===== src/design/mnp_pkg.sv =====
`default_nettype none

package mnp_pkg;

	localparam int PITCH_COUNT = 128;
	localparam int TIME_BITS = 32;
	localparam int PITCH_W = (PITCH_COUNT > 1) ? $clog2(PITCH_COUNT) : 1;

	localparam logic [1:0] EV_KEY_ON = 2'd0;
	localparam logic [1:0] EV_KEY_OFF = 2'd1;

	localparam logic [1:0] RES_NOTE = 2'd0;
	localparam logic [1:0] RES_PASS = 2'd1;
	localparam logic [1:0] RES_UNMATCHED = 2'd2;

	typedef logic [PITCH_W-1:0] slot_idx_t;
	typedef logic [TIME_BITS-1:0] tick_t;

	typedef struct packed {
		logic [6:0] vel;
		logic [3:0] chan;
		tick_t      tick;
	} slot_entry_t;

	typedef struct packed {
		logic        en;
		slot_idx_t   idx;
		slot_entry_t data;
	} slot_wr_t;

	typedef struct packed {
		logic      set;
		logic      clr;
		slot_idx_t idx;
	} held_upd_t;

	function automatic tick_t to_tick(logic [31:0] v);
		return tick_t'(64'(v));
	endfunction

	function automatic logic [31:0] to_out(tick_t v);
		return 32'(64'(v));
	endfunction

endpackage

`default_nettype wire


===== src/design/mnp_held_table.sv =====
`default_nettype none

module mnp_held_table (
	input  wire                      clk,
	input  wire                      arst_n,
	input  wire mnp_pkg::held_upd_t  upd,
	input  wire mnp_pkg::slot_idx_t  rd_idx,
	output logic                     rd_held
);

	logic [mnp_pkg::PITCH_COUNT-1:0] held_q;

	always_ff @(posedge clk or negedge arst_n) begin
		if (!arst_n) begin
			held_q <= '0;
		end else if (upd.set) begin
			held_q[upd.idx] <= 1'b1;
		end else if (upd.clr) begin
			held_q[upd.idx] <= 1'b0;
		end
	end

	assign rd_held = held_q[rd_idx];

endmodule

`default_nettype wire


===== config.mk =====
export PLATFORM = sky130hd
export DESIGN_NAME = mnp_held_table
export DESIGN_NICKNAME = d
export VERILOG_FILES = /design/src/design/mnp_pkg.sv /design/src/design/mnp_held_table.sv
export SDC_FILE = /design/constraint.sdc
export NUM_CORES = 1
export LEC_CHECK = 0
export BUFFER_PORTS_ARGS = -buffer_cell sky130_fd_sc_hd__buf_2
export CAP_MARGIN = 20
export CORE_ASPECT_RATIO = 1.25
export CORE_MARGIN = 2
export CORE_UTILIZATION = 49
export DETAILED_ROUTE_END_ITERATION = 12
export HOLD_SLACK_MARGIN = 0.1
export PLACE_DENSITY = 0.65
export SETUP_SLACK_MARGIN = 0.1
export SYNTH_ARGS = -nofsm -noshare
export SYNTH_HDL_FRONTEND = slang
export SYNTH_SLANG_ARGS = --single-unit

===== constraint.sdc =====
create_clock -name clk -period 6.1 [get_ports clk]
set_clock_uncertainty 0.15 [all_clocks]
set_input_delay 0.61 -clock clk [delete_from_list [all_inputs] [get_ports clk]]
set_output_delay 0.61 -clock clk [all_outputs]
set_load 0.005 [all_outputs]

==> results.toml <==
[place]
dp_slack_ns = 2.29
finalWeightedCongestion = 0.804
io_buffers = 18
dp_hpwl_mm = 8.82
dp_cells = 690
place_area_um2 = 6710

[floorplanning]
core-area_um2 = 13100
start_util_pct = 49.9
row_count = 47
dieArea_um2 = 14300
die_h_um = 133
die_w_um = 107
io_pins = 19

[global_routing]
antenna_found_initial = 0
grt_pass1_wl_mm = 24.3
grt_max_degree = 129
grt_usage_pct = 22.6
grt_overflow = 0
grt_pass1_vias = 4433

[yosys]
ys_seq_area_share_pct = 49.0
synthTopCellsByCount = "nor2_1 (131), dfrtp_1 (128), mux2_2 (128), clkbuf_1 (27), mux4_2 (26)"
synth_edf_count = 0
async_flop_share_pct = 100
synthFlopType = "dfrtp_1"
syn-instance-count = 534
ys_types = 29
syn-num-nets = 552
syn_area_um2 = 6540
yosysMostFrequentCell = "nor2_1"
yosysWarnings = 0
synthTopCellsByArea = "dfrtp_1 (49%), mux2_2 (22%), mux4_2 (9.0%)"
synth_top_family_by_area = "multiplexers"
synth_top_area_cell = "dfrtp_1"
synth-compound-area-share_pct = 0.574
yosys.area_share.simple_pct = 13.0
syn_avg_cell_area_um2 = 12.2
synth_top_area_share_pct = 49.0
synth_fa_ha_area_share_pct = 0
yosys_register_bits = 128
synthXorXnorAreaFrac_pct = 0
synth.area.mux_share_pct = 35.2

[cells_and_area]
area_growth_syn_to_layout_pct = 12.3
fillers = 1048
antenna-diode-count = 0
fin_area_um2 = 7340
num-nets-final = 557
instances_no_fill = 723
drive_above_1_share_pct = 37.0

[setup_path]
cp.arrival_ns = 3.08
crit_path_max_fanout = 28
cpPeakStageDelay_ns = 0.65
worstSetupPathType = "input port to output port"
end_kind = "output port"
start_kind = "input port"
required_ns = 5.34
cp.buffers_inverters = 2
path_common_cell = "buf_2"
cp_top_family = "multiplexers"
cp_cell_sequence = "buf_2 -> mux4_1 -> mux4_2 -> and3b_1 -> a31oi_1 -> nand4_1 -> buf_2"
slowest_stage = "mux4_1"

[clock_tree]
htreeDepth = 4
cts-root-buf = "clkbuf_16"
numCtsBuffers = 17
clk_latency_ns = 0.41
postCtsSetupBuffers = 0
cts_sinks = 128
cts.repair.resized = 0
clockBufferDepth = 2
holdBufCountCts = 0
cts_tree = "built"
clk_pin_slew_ns = 0.05

[timing]
setup_viol = 0
period_share_pct = 62.9
tightest_slew_ns = 1.05
setup-tns-final_ns = 0
final_hold_viol_count = 0
finalMaxSlewViolations = 0
max_slew_margin_pct = 30.1
rsz0062_at_grt = "false"
period_minus_slack_ns = 3.84
clock.fmax_ghz = 0.261
setup_ws_ns = 2.26

[power]
leakage_nw = 3.26
pwr_density_cell_nw_per_um2 = 312
peakVddDrop_v = 0.000197
p_total_mw = 2.29

[status]
run_status = "finished, final reports clean"

[route]
ant_nets = 0
drt-initial-drc-count = 182
vias_per_cell = 5.77
firstDrtPassIters = 6
vias = 4172
drc = 0
route.final.wire_length_mm = 14.8
wire_per_inst_um = 20.5

[run]
cap_violations = 0

[min_path]
hp-class = "input port to async pin"
stage by stage:
step           utilization [%]  hold slack [ns]
2_1_floorplan                -            0.164
3_3_place_gp              51.2            0.333
3_5_place_dp              51.2            0.338
4_1_cts                   55.8            0.205
5_1_grt                   56.0            0.264
6_report                  56.0            0.168
final timing paths:
kind / slack, ns / to / depth (start not counted) / from
max: 2.26 / rd_held / 7 / rd_idx[1]
min: 0.17 / async pin / 1 / arst_n
max reg2reg: 5.18 / flop / 1 / flop
min reg2reg: 0.35 / flop / 1 / flop
max in group asynchronous: 4.30 / async pin / 2 / arst_n
min in group clk: 0.35 / flop / 1 / flop
per-layer routing:
layer  wire [um]  global-route usage (%)  vias to the layer above
met5           0                       0                        -
li1            -                       -                     1898
met1        6580                    30.8                     2153
met3         476                    3.57                       28
met2        7500                    36.8                       93
met4         280                    8.30                        0
final cells by class:
type,count,area [um^2],share of cell area [%]
Clock inverter,11,164,2.23
Multi-Input combinational cell,371,3190,43.4
Timing Repair Buffer,21,135,1.84
Clock buffer,21,440,6.00
Tap cell,171,214,2.91
Sequential cell,128,3200,43.6
power by group:
part / internal, mW / switching, mW
registers: 0.946 / 0.0487
logic: 0.138 / 0.122
clock network: 0.680 / 0.358
layout by cell type (no fill, tap or decap), types with 2 or more instances in the layout:
cell          n
nor4_1        3
buf_2        17
dfrtp_1     128
mux2_2      128
nand3_1      12
nor2b_1      10
buf_4         3
nor3b_1       3
nor2_1      131
nand4_1       3
clkbuf_16    17
clkinv_2      4
clkinvlp_4    2
nand3b_1      2
nand2_1      23
clkbuf_1      4
mux4_1        7
nand4b_1      2
and3b_1       2
mux2i_1       9
bufinv_16     4
mux4_2       26
logic make-up after synthesis:
| family | after synthesis |
|---|---|
| and+or+nand+nor | 196 |
| buffers and inverters | 35 |
| AOI/OAI and AO/OA | 5 |
| DFF | 128 |
| muxes | 170 |
Power figures use the tool's default switching activity.
